**src/rtl/mvnb_pkg.sv**
```systemverilog
// Package for the mesh vertex normal builder: field widths, item structs,
// command classes and the control structs passed between the block's modules.
// Depends on nothing.
package mvnb_pkg;

   localparam int MAX_VERTICES = 1024;
   localparam int VERT_BITS    = $clog2(MAX_VERTICES);
   localparam int COORD_BITS   = 24;
   localparam int NORMAL_BITS  = 16;
   localparam int FRAC_BITS    = NORMAL_BITS - 1;
   localparam int SUM_BITS     = 24;
   localparam int EDGE_BITS    = COORD_BITS + 1;
   localparam int PROD_BITS    = 2 * EDGE_BITS;
   localparam int VEC_BITS     = PROD_BITS + 2;

   // Normalization: the largest magnitude is brought into [2^29, 2^30).
   localparam int NORM_TOP     = 30;
   localparam int SHIFT_COARSE = 4;
   localparam int SQ_BITS      = 2 * NORM_TOP;
   localparam int ACC_BITS     = SQ_BITS + 2;
   localparam int BIT_BITS     = ACC_BITS - 1;
   localparam int LEN_BITS     = NORM_TOP + 1;
   localparam int QUO_BITS     = FRAC_BITS + 2;
   localparam int DIV_BITS     = LEN_BITS + QUO_BITS - 1;

   localparam int QUEUE_DEPTH  = 2;
   localparam int QPTR_BITS    = $clog2(QUEUE_DEPTH);

   localparam logic [1:0] OP_LOAD   = 2'd0;
   localparam logic [1:0] OP_TRI    = 2'd1;
   localparam logic [1:0] OP_READ   = 2'd2;
   localparam logic [1:0] OP_UNUSED = 2'd3;

   typedef struct packed {
      logic [1:0]                   opcode;
      logic [VERT_BITS-1:0]         vertex_index;
      logic signed [COORD_BITS-1:0] coord_x;
      logic signed [COORD_BITS-1:0] coord_y;
      logic signed [COORD_BITS-1:0] coord_z;
      logic [VERT_BITS-1:0]         corner_a;
      logic [VERT_BITS-1:0]         corner_b;
      logic [VERT_BITS-1:0]         corner_c;
   } req_type;

   typedef struct packed {
      logic [VERT_BITS-1:0]          normal_slot;
      logic signed [NORMAL_BITS-1:0] normal_x;
      logic signed [NORMAL_BITS-1:0] normal_y;
      logic signed [NORMAL_BITS-1:0] normal_z;
      logic                          degenerate;
   } rsp_type;

   typedef enum logic [1:0] {
      K_NONE = 2'd0,
      K_LOAD = 2'd1,
      K_TRI  = 2'd2,
      K_READ = 2'd3
   } kind_type;

   typedef struct packed {
      kind_type                     kind;
      logic [VERT_BITS-1:0]         vertex_index;
      logic signed [COORD_BITS-1:0] coord_x;
      logic signed [COORD_BITS-1:0] coord_y;
      logic signed [COORD_BITS-1:0] coord_z;
      logic [VERT_BITS-1:0]         corner_a;
      logic [VERT_BITS-1:0]         corner_b;
      logic [VERT_BITS-1:0]         corner_c;
   } cmd_type;

   typedef struct packed {
      logic signed [COORD_BITS-1:0] x;
      logic signed [COORD_BITS-1:0] y;
      logic signed [COORD_BITS-1:0] z;
   } pos_entry_type;

   typedef struct packed {
      logic                       poison;
      logic signed [SUM_BITS-1:0] sum_x;
      logic signed [SUM_BITS-1:0] sum_y;
      logic signed [SUM_BITS-1:0] sum_z;
   } sum_entry_type;

   typedef struct packed {
      logic clearing;
   } back_status_type;

   typedef struct packed {
      logic                       start;
      logic signed [VEC_BITS-1:0] vec_x;
      logic signed [VEC_BITS-1:0] vec_y;
      logic signed [VEC_BITS-1:0] vec_z;
   } unit_req_type;

   typedef struct packed {
      logic                          done;
      logic                          zero;
      logic signed [NORMAL_BITS-1:0] unit_x;
      logic signed [NORMAL_BITS-1:0] unit_y;
      logic signed [NORMAL_BITS-1:0] unit_z;
   } unit_rsp_type;

endpackage

```
**src/rtl/mvnb_front.sv**
```systemverilog
// Front end: accepts request items, classifies the opcode and queues commands.
// Depends on mvnb_pkg.
module mvnb_front (
   input  logic                     clock,
   input  logic                     reset,
   input  logic                     req_valid,
   output logic                     req_stall,
   input  mvnb_pkg::req_type        req_data,
   input  mvnb_pkg::back_status_type status,
   output logic                     cmd_valid,
   output mvnb_pkg::cmd_type        cmd,
   input  logic                     cmd_pop
);
   import mvnb_pkg::*;

   cmd_type              q_ff [QUEUE_DEPTH];
   logic [QPTR_BITS-1:0] wr_ptr_ff, wr_ptr_in;
   logic [QPTR_BITS-1:0] rd_ptr_ff, rd_ptr_in;
   logic [QPTR_BITS:0]   count_ff, count_in;
   kind_type             kind;
   logic                 accept;
   logic                 push;

   always_comb begin
      unique case (req_data.opcode)
         OP_LOAD: kind = K_LOAD;
         OP_TRI:  kind = K_TRI;
         OP_READ: kind = K_READ;
         default: kind = K_NONE;
      endcase
   end

   assign req_stall = (count_ff == (QPTR_BITS+1)'(QUEUE_DEPTH)) || status.clearing;
   assign accept    = req_valid && !req_stall;
   // The unused opcode is taken and dropped here.
   assign push      = accept && (kind != K_NONE);
   assign cmd_valid = (count_ff != '0);
   assign cmd       = q_ff[rd_ptr_ff];

   always_comb begin
      wr_ptr_in = push ? wr_ptr_ff + 1'b1 : wr_ptr_ff;
      rd_ptr_in = cmd_pop ? rd_ptr_ff + 1'b1 : rd_ptr_ff;
      count_in  = count_ff + (QPTR_BITS+1)'(push) - (QPTR_BITS+1)'(cmd_pop);
   end

   always_ff @(posedge clock) begin
      if (reset) begin
         wr_ptr_ff <= '0;
         rd_ptr_ff <= '0;
         count_ff  <= '0;
      end else begin
         wr_ptr_ff <= wr_ptr_in;
         rd_ptr_ff <= rd_ptr_in;
         count_ff  <= count_in;
      end
   end

   always_ff @(posedge clock) begin
      if (push) begin
         q_ff[wr_ptr_ff] <= '{kind: kind, vertex_index: req_data.vertex_index,
                              coord_x: req_data.coord_x, coord_y: req_data.coord_y,
                              coord_z: req_data.coord_z, corner_a: req_data.corner_a,
                              corner_b: req_data.corner_b, corner_c: req_data.corner_c};
      end
   end
endmodule

```
**config.mk**
```make
export PLATFORM = sky130hd
export DESIGN_NAME = mvnb_front
export DESIGN_NICKNAME = d
export VERILOG_FILES = /design/src/rtl/mvnb_pkg.sv /design/src/rtl/mvnb_front.sv
export SDC_FILE = /design/constraint.sdc
export NUM_CORES = 1
export LEC_CHECK = 0
export BUFFER_PORTS_ARGS = -buffer_cell sky130_fd_sc_hd__buf_4
export CAP_MARGIN = 20
export CORE_MARGIN = 5
export CORE_UTILIZATION = 35
export DETAILED_ROUTE_END_ITERATION = 10
export PLACE_DENSITY_LB_ADDON = 0.12
export SYNTH_ARGS = -nofsm -noshare
export SYNTH_HDL_FRONTEND = slang
export SYNTH_SLANG_ARGS = --single-unit
export TNS_END_PERCENT = 50
```
**constraint.sdc**
```tcl
create_clock -name clock -period 8.16 [get_ports clock]
set_input_delay 0.408 -clock clock [delete_from_list [all_inputs] [get_ports clock]]
set_output_delay 0.408 -clock clock [all_outputs]
set_load 0.03 [all_outputs]
```
==> results.json <==
{
  "outcome": "completed",
  "relSlewSlack": 0.414,
  "met1_usage": 0.148,
  "tns_ns": 0,
  "worstRegToRegCells": 4,
  "routed_wl_microns": 17200,
  "cp-end-kind": "output port",
  "leakagePower_nw": 4.14,
  "path_class": "reg -> out",
  "drc": 0,
  "overflow": 0,
  "hold_buffers": 0,
  "synth.top_cell.area_share": 0.802,
  "die_w_microns": 166,
  "io-pin-count": 235,
  "synth-async-reset-ratio": 0,
  "clk_latency_ns": 0.50,
  "yosysMostFrequentCell": "edfxtp_1",
  "p_switching_uw": 621,
  "clkPwrFrac": 0.354,
  "cp-start-kind": "flop",
  "grt.total_usage": 0.119,
  "crit_required_ns": 7.75,
  "hpwlAfterDp_microns": 11200,
  "numCtsBuffers": 25,
  "r2r-start": "count_ff[1]$_SDFF_PP0_",
  "htreeDepth": 1,
  "crit_path_max_fanout": 63,
  "fin_crit_ns": 3.18,
  "ir_worst_vdd_mv": 0.161,
  "rsz0062_at_grt": "no",
  "clk_path_buf_depth": 3,
  "ys.flop_type": "edfxtp_1",
  "intPower_mw": 2.08,
  "yosys-top-cells-area": "edfxtp_1, mux2_2, mux2_1",
  "die_y_microns": 166,
  "p_comb_frac": 0.134,
  "drt_iter0_drc": 156,
  "powerDensity_nw_per_um2": 238,
  "grt_pass1_wl_microns": 26100,
  "final_antenna_net_count": 0,
  "wire_per_inst_microns": 17.6,
  "skew_ns": 0.0106,
  "coreArea_sq_um": 24200,
  "postCtsSetupBuffers": 0,
  "dr.pass1.iters": 4,
  "netlist_area_sq_um": 8540,
  "grtUsageMet2": 0.193,
  "fmax_mhz": 314,
  "port_buffers": 234,
  "nNetsFinal": 764,
  "avgSynthCellArea_sq_um": 22.0,
  "vias": 4334,
  "period_share": 0.390,
  "cts_sinks": 233,
  "row_count": 57,
  "synth_seq_cells": 233,
  "met3_usage": 0.0490,
  "ys_seq_area_frac": 0.813,
  "fin_hold_ws_ns": 0.0883,
  "place_congestion": 0.708,
  "dieArea_sq_um": 27600,
  "reg2reg_slack_ns": 5.42,
  "top_usage_layer": "met2",
  "synth_edf_count": 228,
  "reg2reg_to": "q_ff[0][33]$_DFFE_PP_",
  "drive_above_1_share": 0.554,
  "synth_nets": 512,
  "synth_warnings": 0,
  "p_seq_frac": 0.512,
  "cts_tree": "yes",
  "power_mw": 2.70,
  "timing_worst_slew_pin_value_ns": 0.879,
  "vias_per_cell": 4.44,
  "start_util": 0.353,
  "switching_share": 0.230,
  "grt_pass1_vias": 4743,
  "grt_antenna_before_repair": 0,
  "antennaDiodeCount": 0,
  "netlist_top_cells_count": "edfxtp_1, mux2_2, mux2_1",
  "slew_viol_final": 0,
  "cts_root_buf": "clkbuf_16",
  "hp-class": "in -> reg",
  "grt_max_degree": 64,
  "clk_pin_slew_ns": 0.06,
  "synthToLayoutAreaGrowth_pct": 32.5,
  "cts_resized": 0,
  "worstSetupEndpoint": "cmd[97]",
  "synth_area_leader_cell": "edfxtp_1",
  "cp.arrival_ns": 2.77,
  "max_cap_viol_count": 0,
  "setup_viol": 0,
  "synthDistinctLibCells": 21,
  "syn-instance-count": 388,
  "final-hold-violation-count": 0
}
power by group through the flow:
stage	combinational (mW)	clock, mW	sequential, mW
6_report	0.361	0.955	1.38
5_1_grt	0.384	1.04	1.39
4_1_cts	0.369	0.993	1.38
3_5_place_dp	0.367	0	1.41
3_3_place_gp	0.364	0	1.41
2_1_floorplan	0.223	0	1.40
per-stage QoR:
step,area [sq um],cells,setup slack [ns],utilization
6_report,11300,976,4.98,0.468
2_1_floorplan,8540,388,1.76,-
4_1_cts,11300,976,4.84,0.468
3_5_place_dp,10600,937,4.99,0.440
3_3_place_gp,10600,937,5.02,0.440
5_1_grt,11300,976,4.78,0.468
state kept, by name, indices dropped and copies added (netlist names), named ones only:
register   cells
q_ff         228
count_ff       2
rd_ptr_ff      1
wr_ptr_ff      1
critical path: stages, from the launching register on:
cell	delay, ns
dfxtp_4	0.81
buf_4	0.79
mux2_2	0.43
buf_4	0.17
cells in the final DEF (no fill, tap or decap), drive strengths merged, types with 2 or more instances in the layout:
cell type  count
clkinv         4
or2            3
nor2b          2
dfxtp          5
clkbuf        35
ha             5
edfxtp       228
buf          238
inv            5
nor2           4
mux2         114
how the worst min path moves through the flow:
| stage | from | endpoint | slack [ns] | cells after the start |
|---|---|---|---|---|
| 2_1_floorplan | wr_ptr_ff$_SDFFE_PP0P_ | wr_ptr_ff$_SDFFE_PP0P_ | 0.46 | 2 |
| 3_3_place_gp | wr_ptr_ff$_SDFFE_PP0P_ | wr_ptr_ff$_SDFFE_PP0P_ | 0.48 | 2 |
| 3_5_place_dp | wr_ptr_ff$_SDFFE_PP0P_ | wr_ptr_ff$_SDFFE_PP0P_ | 0.49 | 2 |
| 4_1_cts | req_data[29] | q_ff[1][29]$_DFFE_PP_ | 0.06 | 1 |
| 5_1_grt | req_data[95] | q_ff[0][95]$_DFFE_PP_ | 0.06 | 1 |
| 6_report | req_data[49] | q_ff[1][49]$_DFFE_PP_ | 0.09 | 1 |
routing by layer:
metal,up-vias,routed length (microns),share of wire
met3,29,1770,0.10
met1,2104,6940,0.40
met4,0,452,0.026
met2,171,8010,0.47
met5,-,0,0
li1,2030,-,-
cell families (layout without fill, tap and decap cells):
group	count (synthesis)	in the layout	share of synthesized area
flops	233	233	0.813
compound gates	2	2	0.00146
xor+xnor	2	2	0.00205
fa+ha+maj	5	5	0.00732
simple gates	14	14	0.0105
mux	114	114	0.150
buf+inv	18	282	0.0149
cell type report:
class                   instances  area, sq um
multi-input cells             137         1470
well taps                     324          405
fillers                      2080        12900
flip-flops and latches        233         6950
clock buffers                  35          663
clock inverters                 4         17.5
inverters                       5         21.3
repair buffers                238         1790
Note: power is estimated with default switching activity, not from simulation.
