===== config.mk =====
export PLATFORM = sky130hd
export DESIGN_NAME = mvnb_unit
export DESIGN_NICKNAME = d
export VERILOG_FILES = /design/src/rtl/mvnb_pkg.sv /design/src/rtl/mvnb_unit.sv
export SDC_FILE = /design/constraint.sdc
export NUM_CORES = 2
export LEC_CHECK = 0
export BUFFER_PORTS_ARGS = -buffer_cell sky130_fd_sc_hd__buf_2
export CORE_MARGIN = 1
export CORE_UTILIZATION = 62
export CTS_CLUSTER_DIAMETER = 30
export CTS_CLUSTER_SIZE = 10
export DETAILED_ROUTE_END_ITERATION = 7
export HOLD_SLACK_MARGIN = 0.06
export MAX_ROUTING_LAYER = met4
export PLACE_DENSITY = 0.76
export SLEW_MARGIN = 20
export SYNTH_ARGS = -nofsm -noshare
export SYNTH_HDL_FRONTEND = slang
export SYNTH_SLANG_ARGS = --single-unit

===== constraint.sdc =====
create_clock -name clock -period 28.8 [get_ports clock]
set_input_delay 4.32 -clock clock [delete_from_list [all_inputs] [get_ports clock]]
set_output_delay 4.32 -clock clock [all_outputs]
set_load 0.02 [all_outputs]

===== src/rtl/mvnb_pkg.sv =====
// Package for the mesh vertex normal builder: field widths, item structs,
// command classes and the control structs passed between the block's modules.
// Depends on nothing.
package mvnb_pkg;

   localparam int MAX_VERTICES = 1024;
   localparam int VERT_BITS    = $clog2(MAX_VERTICES);
   localparam int COORD_BITS   = 24;
   localparam int NORMAL_BITS  = 16;
   localparam int FRAC_BITS    = NORMAL_BITS - 1;
   localparam int SUM_BITS     = 24;
   localparam int EDGE_BITS    = COORD_BITS + 1;
   localparam int PROD_BITS    = 2 * EDGE_BITS;
   localparam int VEC_BITS     = PROD_BITS + 2;

   // Normalization: the largest magnitude is brought into [2^29, 2^30).
   localparam int NORM_TOP     = 30;
   localparam int SHIFT_COARSE = 4;
   localparam int SQ_BITS      = 2 * NORM_TOP;
   localparam int ACC_BITS     = SQ_BITS + 2;
   localparam int BIT_BITS     = ACC_BITS - 1;
   localparam int LEN_BITS     = NORM_TOP + 1;
   localparam int QUO_BITS     = FRAC_BITS + 2;
   localparam int DIV_BITS     = LEN_BITS + QUO_BITS - 1;

   localparam int QUEUE_DEPTH  = 2;
   localparam int QPTR_BITS    = $clog2(QUEUE_DEPTH);

   localparam logic [1:0] OP_LOAD   = 2'd0;
   localparam logic [1:0] OP_TRI    = 2'd1;
   localparam logic [1:0] OP_READ   = 2'd2;
   localparam logic [1:0] OP_UNUSED = 2'd3;

   typedef struct packed {
      logic [1:0]                   opcode;
      logic [VERT_BITS-1:0]         vertex_index;
      logic signed [COORD_BITS-1:0] coord_x;
      logic signed [COORD_BITS-1:0] coord_y;
      logic signed [COORD_BITS-1:0] coord_z;
      logic [VERT_BITS-1:0]         corner_a;
      logic [VERT_BITS-1:0]         corner_b;
      logic [VERT_BITS-1:0]         corner_c;
   } req_type;

   typedef struct packed {
      logic [VERT_BITS-1:0]          normal_slot;
      logic signed [NORMAL_BITS-1:0] normal_x;
      logic signed [NORMAL_BITS-1:0] normal_y;
      logic signed [NORMAL_BITS-1:0] normal_z;
      logic                          degenerate;
   } rsp_type;

   typedef enum logic [1:0] {
      K_NONE = 2'd0,
      K_LOAD = 2'd1,
      K_TRI  = 2'd2,
      K_READ = 2'd3
   } kind_type;

   typedef struct packed {
      kind_type                     kind;
      logic [VERT_BITS-1:0]         vertex_index;
      logic signed [COORD_BITS-1:0] coord_x;
      logic signed [COORD_BITS-1:0] coord_y;
      logic signed [COORD_BITS-1:0] coord_z;
      logic [VERT_BITS-1:0]         corner_a;
      logic [VERT_BITS-1:0]         corner_b;
      logic [VERT_BITS-1:0]         corner_c;
   } cmd_type;

   typedef struct packed {
      logic signed [COORD_BITS-1:0] x;
      logic signed [COORD_BITS-1:0] y;
      logic signed [COORD_BITS-1:0] z;
   } pos_entry_type;

   typedef struct packed {
      logic                       poison;
      logic signed [SUM_BITS-1:0] sum_x;
      logic signed [SUM_BITS-1:0] sum_y;
      logic signed [SUM_BITS-1:0] sum_z;
   } sum_entry_type;

   typedef struct packed {
      logic clearing;
   } back_status_type;

   typedef struct packed {
      logic                       start;
      logic signed [VEC_BITS-1:0] vec_x;
      logic signed [VEC_BITS-1:0] vec_y;
      logic signed [VEC_BITS-1:0] vec_z;
   } unit_req_type;

   typedef struct packed {
      logic                          done;
      logic                          zero;
      logic signed [NORMAL_BITS-1:0] unit_x;
      logic signed [NORMAL_BITS-1:0] unit_y;
      logic signed [NORMAL_BITS-1:0] unit_z;
   } unit_rsp_type;

endpackage


===== src/rtl/mvnb_unit.sv =====
// Iterative unit-vector unit: magnitude scaling, sum of squares, bitwise integer
// square root and restoring division for each component. Depends on mvnb_pkg.
module mvnb_unit (
   input  logic                   clock,
   input  logic                   reset,
   input  mvnb_pkg::unit_req_type unit_req,
   output mvnb_pkg::unit_rsp_type unit_rsp
);
   import mvnb_pkg::*;

   typedef enum logic [5:0] {
      U_IDLE  = 6'b000001,
      U_SHIFT = 6'b000010,
      U_SQ    = 6'b000100,
      U_ROOT  = 6'b001000,
      U_DLOAD = 6'b010000,
      U_DIV   = 6'b100000
   } ustate_type;

   ustate_type                    state_ff;
   logic [VEC_BITS-1:0]           m_ff [3];
   logic                          neg_ff [3];
   logic [SQ_BITS-1:0]            sq_ff;
   logic [ACC_BITS-1:0]           acc_ff;
   logic [ACC_BITS-1:0]           rem_root_ff;
   logic [ACC_BITS-1:0]           root_ff;
   logic [BIT_BITS-1:0]           bit_ff;
   logic [LEN_BITS-1:0]           len_ff;
   logic [DIV_BITS-1:0]           rem_ff;
   logic [DIV_BITS-1:0]           dsh_ff;
   logic [QUO_BITS-1:0]           q_ff;
   logic [1:0]                    comp_ff;
   logic [4:0]                    cnt_ff;
   logic signed [NORMAL_BITS-1:0] u_ff [3];
   logic                          zero_ff;
   logic                          done_ff;

   logic [VEC_BITS-1:0]   start_m [3];
   logic [VEC_BITS-1:0]   top;
   logic [VEC_BITS-1:0]   start_top;
   logic [ACC_BITS:0]     trial;
   logic [ACC_BITS-1:0]   root_next;
   logic [QUO_BITS-1:0]   q_next;
   logic [QUO_BITS-1:0]   q_clamp;
   logic [NORMAL_BITS-1:0] u_val;

   function automatic logic [VEC_BITS-1:0] mag(input logic signed [VEC_BITS-1:0] v);
      return v[VEC_BITS-1] ? VEC_BITS'(0) - VEC_BITS'(v) : VEC_BITS'(v);
   endfunction

   function automatic logic [VEC_BITS-1:0] max3(input logic [VEC_BITS-1:0] a,
                                                input logic [VEC_BITS-1:0] b,
                                                input logic [VEC_BITS-1:0] c);
      logic [VEC_BITS-1:0] t;
      t = (a > b) ? a : b;
      return (c > t) ? c : t;
   endfunction

   always_comb begin
      start_m[0] = mag(unit_req.vec_x);
      start_m[1] = mag(unit_req.vec_y);
      start_m[2] = mag(unit_req.vec_z);
      start_top  = max3(start_m[0], start_m[1], start_m[2]);
      top        = max3(m_ff[0], m_ff[1], m_ff[2]);
      trial      = {1'b0, root_ff} + (ACC_BITS+1)'(bit_ff);
      root_next  = ({1'b0, rem_root_ff} >= trial) ? (root_ff >> 1) + ACC_BITS'(bit_ff)
                                                  : root_ff >> 1;
      q_next     = (rem_ff >= dsh_ff) ? {q_ff[QUO_BITS-2:0], 1'b1}
                                      : {q_ff[QUO_BITS-2:0], 1'b0};
      if (neg_ff[comp_ff]) begin
         q_clamp = (q_next > QUO_BITS'(1 << FRAC_BITS)) ? QUO_BITS'(1 << FRAC_BITS) : q_next;
         u_val   = NORMAL_BITS'(QUO_BITS'(0) - q_clamp);
      end else begin
         q_clamp = (q_next > QUO_BITS'((1 << FRAC_BITS) - 1))
                   ? QUO_BITS'((1 << FRAC_BITS) - 1) : q_next;
         u_val   = q_clamp[NORMAL_BITS-1:0];
      end
   end

   always_ff @(posedge clock) begin
      if (reset) begin
         state_ff <= U_IDLE;
         done_ff  <= 1'b0;
      end else begin
         done_ff <= 1'b0;
         unique case (state_ff)
            U_IDLE: begin
               if (unit_req.start) begin
                  // Operands are captured as magnitudes with their signs kept aside.
                  for (int i = 0; i < 3; i++) m_ff[i] <= start_m[i];
                  neg_ff[0] <= unit_req.vec_x[VEC_BITS-1];
                  neg_ff[1] <= unit_req.vec_y[VEC_BITS-1];
                  neg_ff[2] <= unit_req.vec_z[VEC_BITS-1];
                  if (start_top == '0) begin
                     zero_ff <= 1'b1;
                     done_ff <= 1'b1;
                  end else begin
                     zero_ff  <= 1'b0;
                     state_ff <= U_SHIFT;
                  end
               end
            end
            U_SHIFT: begin
               if (top[VEC_BITS-1:NORM_TOP+SHIFT_COARSE] != '0) begin
                  for (int i = 0; i < 3; i++) m_ff[i] <= m_ff[i] >> SHIFT_COARSE;
               end else if (top[VEC_BITS-1:NORM_TOP] != '0) begin
                  for (int i = 0; i < 3; i++) m_ff[i] <= m_ff[i] >> 1;
               end else if (top[VEC_BITS-1:NORM_TOP-1-SHIFT_COARSE] == '0) begin
                  for (int i = 0; i < 3; i++) m_ff[i] <= m_ff[i] << SHIFT_COARSE;
               end else if (top[VEC_BITS-1:NORM_TOP-1] == '0) begin
                  for (int i = 0; i < 3; i++) m_ff[i] <= m_ff[i] << 1;
               end else begin
                  cnt_ff   <= '0;
                  acc_ff   <= '0;
                  state_ff <= U_SQ;
               end
            end
            U_SQ: begin
               if (cnt_ff < 5'd3) begin
                  sq_ff <= m_ff[cnt_ff[1:0]][NORM_TOP-1:0] * m_ff[cnt_ff[1:0]][NORM_TOP-1:0];
               end
               if (cnt_ff != '0) begin
                  acc_ff <= acc_ff + ACC_BITS'(sq_ff);
               end
               if (cnt_ff == 5'd3) begin
                  rem_root_ff <= acc_ff + ACC_BITS'(sq_ff);
                  root_ff     <= '0;
                  bit_ff      <= {1'b1, {(BIT_BITS-1){1'b0}}};
                  state_ff    <= U_ROOT;
               end else begin
                  cnt_ff <= cnt_ff + 5'd1;
               end
            end
            U_ROOT: begin
               if ({1'b0, rem_root_ff} >= trial) begin
                  rem_root_ff <= rem_root_ff - trial[ACC_BITS-1:0];
               end
               root_ff <= root_next;
               bit_ff  <= bit_ff >> 2;
               if (bit_ff[0]) begin
                  len_ff   <= root_next[LEN_BITS-1:0];
                  comp_ff  <= '0;
                  state_ff <= U_DLOAD;
               end
            end
            U_DLOAD: begin
               rem_ff   <= DIV_BITS'({m_ff[comp_ff][NORM_TOP-1:0], {FRAC_BITS{1'b0}}})
                           + DIV_BITS'(len_ff >> 1);
               dsh_ff   <= DIV_BITS'(len_ff) << (QUO_BITS - 1);
               q_ff     <= '0;
               cnt_ff   <= '0;
               state_ff <= U_DIV;
            end
            U_DIV: begin
               if (rem_ff >= dsh_ff) begin
                  rem_ff <= rem_ff - dsh_ff;
               end
               q_ff   <= q_next;
               dsh_ff <= dsh_ff >> 1;
               cnt_ff <= cnt_ff + 5'd1;
               if (cnt_ff == 5'(QUO_BITS - 1)) begin
                  u_ff[comp_ff] <= u_val;
                  if (comp_ff == 2'd2) begin
                     done_ff  <= 1'b1;
                     state_ff <= U_IDLE;
                  end else begin
                     comp_ff  <= comp_ff + 2'd1;
                     state_ff <= U_DLOAD;
                  end
               end
            end
            default: state_ff <= U_IDLE;
         endcase
      end
   end

   assign unit_rsp = '{done: done_ff, zero: zero_ff,
                       unit_x: u_ff[0], unit_y: u_ff[1], unit_z: u_ff[2]};
endmodule


==> results.sh <==
export IMPL_run_status="finished clean"
export IMPL_hold_fails_final_rpt=0
export IMPL_cell_types_with_the_largest_area_share_after_synthesis="sky130_fd_sc_hd__edfxtp_1 (24%), sky130_fd_sc_hd__fa_1 (18%), sky130_fd_sc_hd__ha_1 (11%)"
export IMPL_dominant_combinational_cell_family_by_area_after_synthesis="adder cells"
export IMPL_pin_count_of_the_biggest_net_entering_global_routing=198
export IMPL_launch_instance_of_the_worst_min_delay_path="dsh_ff[2]"
export IMPL_grt_usage_pct=42.7
export IMPL_crit_slowest_cell="sky130_fd_sc_hd__nor4_1"
export IMPL_detailedRoute_firstIterationViolations=8899
export IMPL_hold_buffers_post_cts=0
export IMPL_post_route_cells_drive_above_1_share_pct=7.01
export IMPL_grt_pass1_wl_um=405000
export IMPL_worst_r2r_endpoint="sq_ff[59]"
export IMPL_dp_hpwl_um=201000
export IMPL_netlist_instances=8778
export IMPL_grt_pass1_vias=69000
export IMPL_holdPathEnd="dsh_ff[1]"
export IMPL_cts_setup_buffers=0
export IMPL_clk_insertion_delay_late_ns=0.78
export IMPL_clock_tree_from_tritoncts="built"
export IMPL_worstHoldPathType="flip-flop to flip-flop"
export IMPL_timing_max_slew_rel_slack_pct=15.7
export IMPL_worst_setup_path_end_kind="flip-flop"
export IMPL_timing_final_setup_violations=0
export IMPL_final_critical_path_setup_slack_ns=16.03
export IMPL_drc=0
export IMPL_worst_setup_path_start_kind="input pin"
export IMPL_final_period_utilization_pct=44.3
export IMPL_worst_setup_path_type="input pin to flip-flop"
export IMPL_worst_clock_skew_ns=0.0479
export IMPL_ctsLongestPathBuffers=3
export IMPL_die_h_um=358
export IMPL_tightestPinTransition_ns=1.23
export IMPL_yosysMostFrequentCell="sky130_fd_sc_hd__inv_1"
export IMPL_fillers=9702
export IMPL_synth_lib_cells_used_distinct=97
export IMPL_postRouteWirelength_um=268000
export IMPL_floorplan_initialDensity_pct=62.5
export IMPL_required_ns=29.44
export IMPL_max_freq_mhz=78.3
export IMPL_synth_area_mux_share_pct=1.38
export IMPL_clock_root_buffer="sky130_fd_sc_hd__clkbuf_16"
export IMPL_die_area_mm2=0.128
export IMPL_grt_overflow_total=0
export IMPL_hold_path_cell_count=2
export IMPL_synthDominantAreaCellType="sky130_fd_sc_hd__edfxtp_1"
export IMPL_nets=10400
export IMPL_post_synth_cell_area_avg_um2=8.94
export IMPL_ctsResizeCount=0
export IMPL_postPlaceCellArea_mm2=0.0812
export IMPL_yosysWarningCount=0
export IMPL_fin_hold_ws_ns=0.577
export IMPL_via_count=70000
export IMPL_mappedNetlistNets=10300
export IMPL_floorplan_io_pins=209
export IMPL_synth_compound_area_share_pct=17.8
export IMPL_antenna_found_initial=27
export IMPL_synthAdderAreaFrac_pct=29.1
export IMPL_netlist_top_cells_count="sky130_fd_sc_hd__inv_1 (962), sky130_fd_sc_hd__nor2_1 (854), sky130_fd_sc_hd__nand2_1 (756)"
export IMPL_core_region_area_mm2=0.126
export IMPL_crit_arrival_ns=13.40
export IMPL_yosys_area_share_xor_xnor_pct=5.50
export IMPL_post_layout_minimum_cycle_time_ns=12.77
export IMPL_synth_edf_count=632
export IMPL_htree_num_levels=4
export IMPL_firstDrtPassIters=7
export IMPL_dp_worst_setup_slack_ns=15.14
export IMPL_timing_reg2reg_worst_path_depth=31
export IMPL_top_fanout_value_on_the_critical_path=55
export IMPL_cap_violations=0
export IMPL_synth_area_in_simple_gates_pct=15.3
export IMPL_cts_sinks=643
export IMPL_syn_cell_area_mm2=0.0785
export IMPL_synth_ff_latch_count=643
export IMPL_final_setup_tns_ns=0
export IMPL_ys_seq_area_share_pct=24.5
export IMPL_synth_top_area_share_pct=24.2
export IMPL_drt_vias_per_instance=6.56
export IMPL_route_detailed_wl_per_inst_um=25.1
export IMPL_synthToLayoutAreaGrowth_pct=10.0
export IMPL_max_slew_vio_count=0
export IMPL_dieWidth_um=358
export IMPL_placement_rows=130
export IMPL_worst_path_largest_cell_delay_ns=0.76
export IMPL_finalWeightedCongestion=1.01
export IMPL_finish_instance_area_mm2=0.0864
export IMPL_yosys_most_used_dff="sky130_fd_sc_hd__edfxtp_1"
export IMPL_ys_async_sr_fraction_pct=0
export IMPL_port_buffers=208
export IMPL_r2r_setup_slack_ns=17.17
export IMPL_ant_nets=0
export IMPL_cts_inserted_buffers=148
export IMPL_grt_setup_unrepaired="no"
export IMPL_clock_transition_time_at_the_flip_flop_clock_pins_of_the_worst_setup_and_hold_paths_ns=0.05
[how the worst max path moves through the flow]
| stage | slack, ns | end | startpoint | cells after the start |
|---|---|---|---|---|
| 2_1_floorplan | 15.98 | rem_root_ff[0] | reset | 3 |
| 3_3_place_gp | 15.43 | state_ff[1] | unit_req[57] | 28 |
| 3_5_place_dp | 15.14 | state_ff[1] | unit_req[57] | 28 |
| 4_1_cts | 15.96 | state_ff[1] | unit_req[57] | 28 |
| 5_1_grt | 15.59 | state_ff[1] | unit_req[61] | 28 |
| 6_report | 16.03 | state_ff[1] | unit_req[61] | 28 |
[critical path, delay by kind of cell]
family | cells | cell delay (ns)
fa+ha+maj | 2 | 0.58
simple gates | 16 | 5.88
buf+inv | 2 | 0.61
compound gates | 7 | 1.41
xor+xnor | 1 | 0.54
[cells in the final DEF (no fill, tap or decap), drive strengths merged, types with 102 or more instances in the layout]
master and count:
nand2 756, o21ai 586, nor3 109, nor2 854
a21o 161, fa 698, inv 972, nand4 104
a21oi 583, ha 708, and2 200, a211oi 223
xnor2 285, buf 314, edfxtp 632, a2bb2oi 105
clkbuf 173, xor2 207, nand3 102
[cell families after synthesis]
group           Yosys count
simple gates           2571
buf+inv                1356
compound gates         2204
fa+ha+maj              1406
flops                   643
xor+xnor                492
mux                     106
[through the flow]
| step | util [%] | cells |
|---|---|---|
| 2_1_floorplan | - | 8778 |
| 3_3_place_gp | 64.6 | 10400 |
| 3_5_place_dp | 64.6 | 10400 |
| 4_1_cts | 68.7 | 10600 |
| 5_1_grt | 68.8 | 10700 |
| 6_report | 68.8 | 10700 |
[final cells by class]
class                   instances  area [um2]  share of cell area, %
multi-input cells            6779       54400                   63.0
inverters                     972        3650                   4.22
diodes                         29        72.6                 0.0840
clock inverters               100        1340                   1.55
clock buffers                 173        3800                   4.40
flip-flops and latches        643       19200                   22.2
repair buffers                314        1860                   2.16
well taps                    1650        2060                   2.39
[state kept, by name (all words and copies together) (netlist names), 16 cells and up, named ones only]
name         flops
u_ff            48
acc_ff          62
m_ff           156
bit_ff          31
rem_ff          47
q_ff            16
sq_ff           59
root_ff         62
dsh_ff          47
rem_root_ff     62
len_ff          31
[metal layers]
layer | vias to the layer above | track usage, % | part of all wire, %
li1 | 31000 | - | -
met1 | 33800 | 55.3 | 39
met2 | 4346 | 62.5 | 43
met3 | 845 | 12.2 | 12
met4 | 0 | 17.9 | 4.9
met5 | - | - | 0
Power is left out: the tool's default activity adds up to more than one toggle a clock period on the data nets, which glitch-free logic cannot reach.
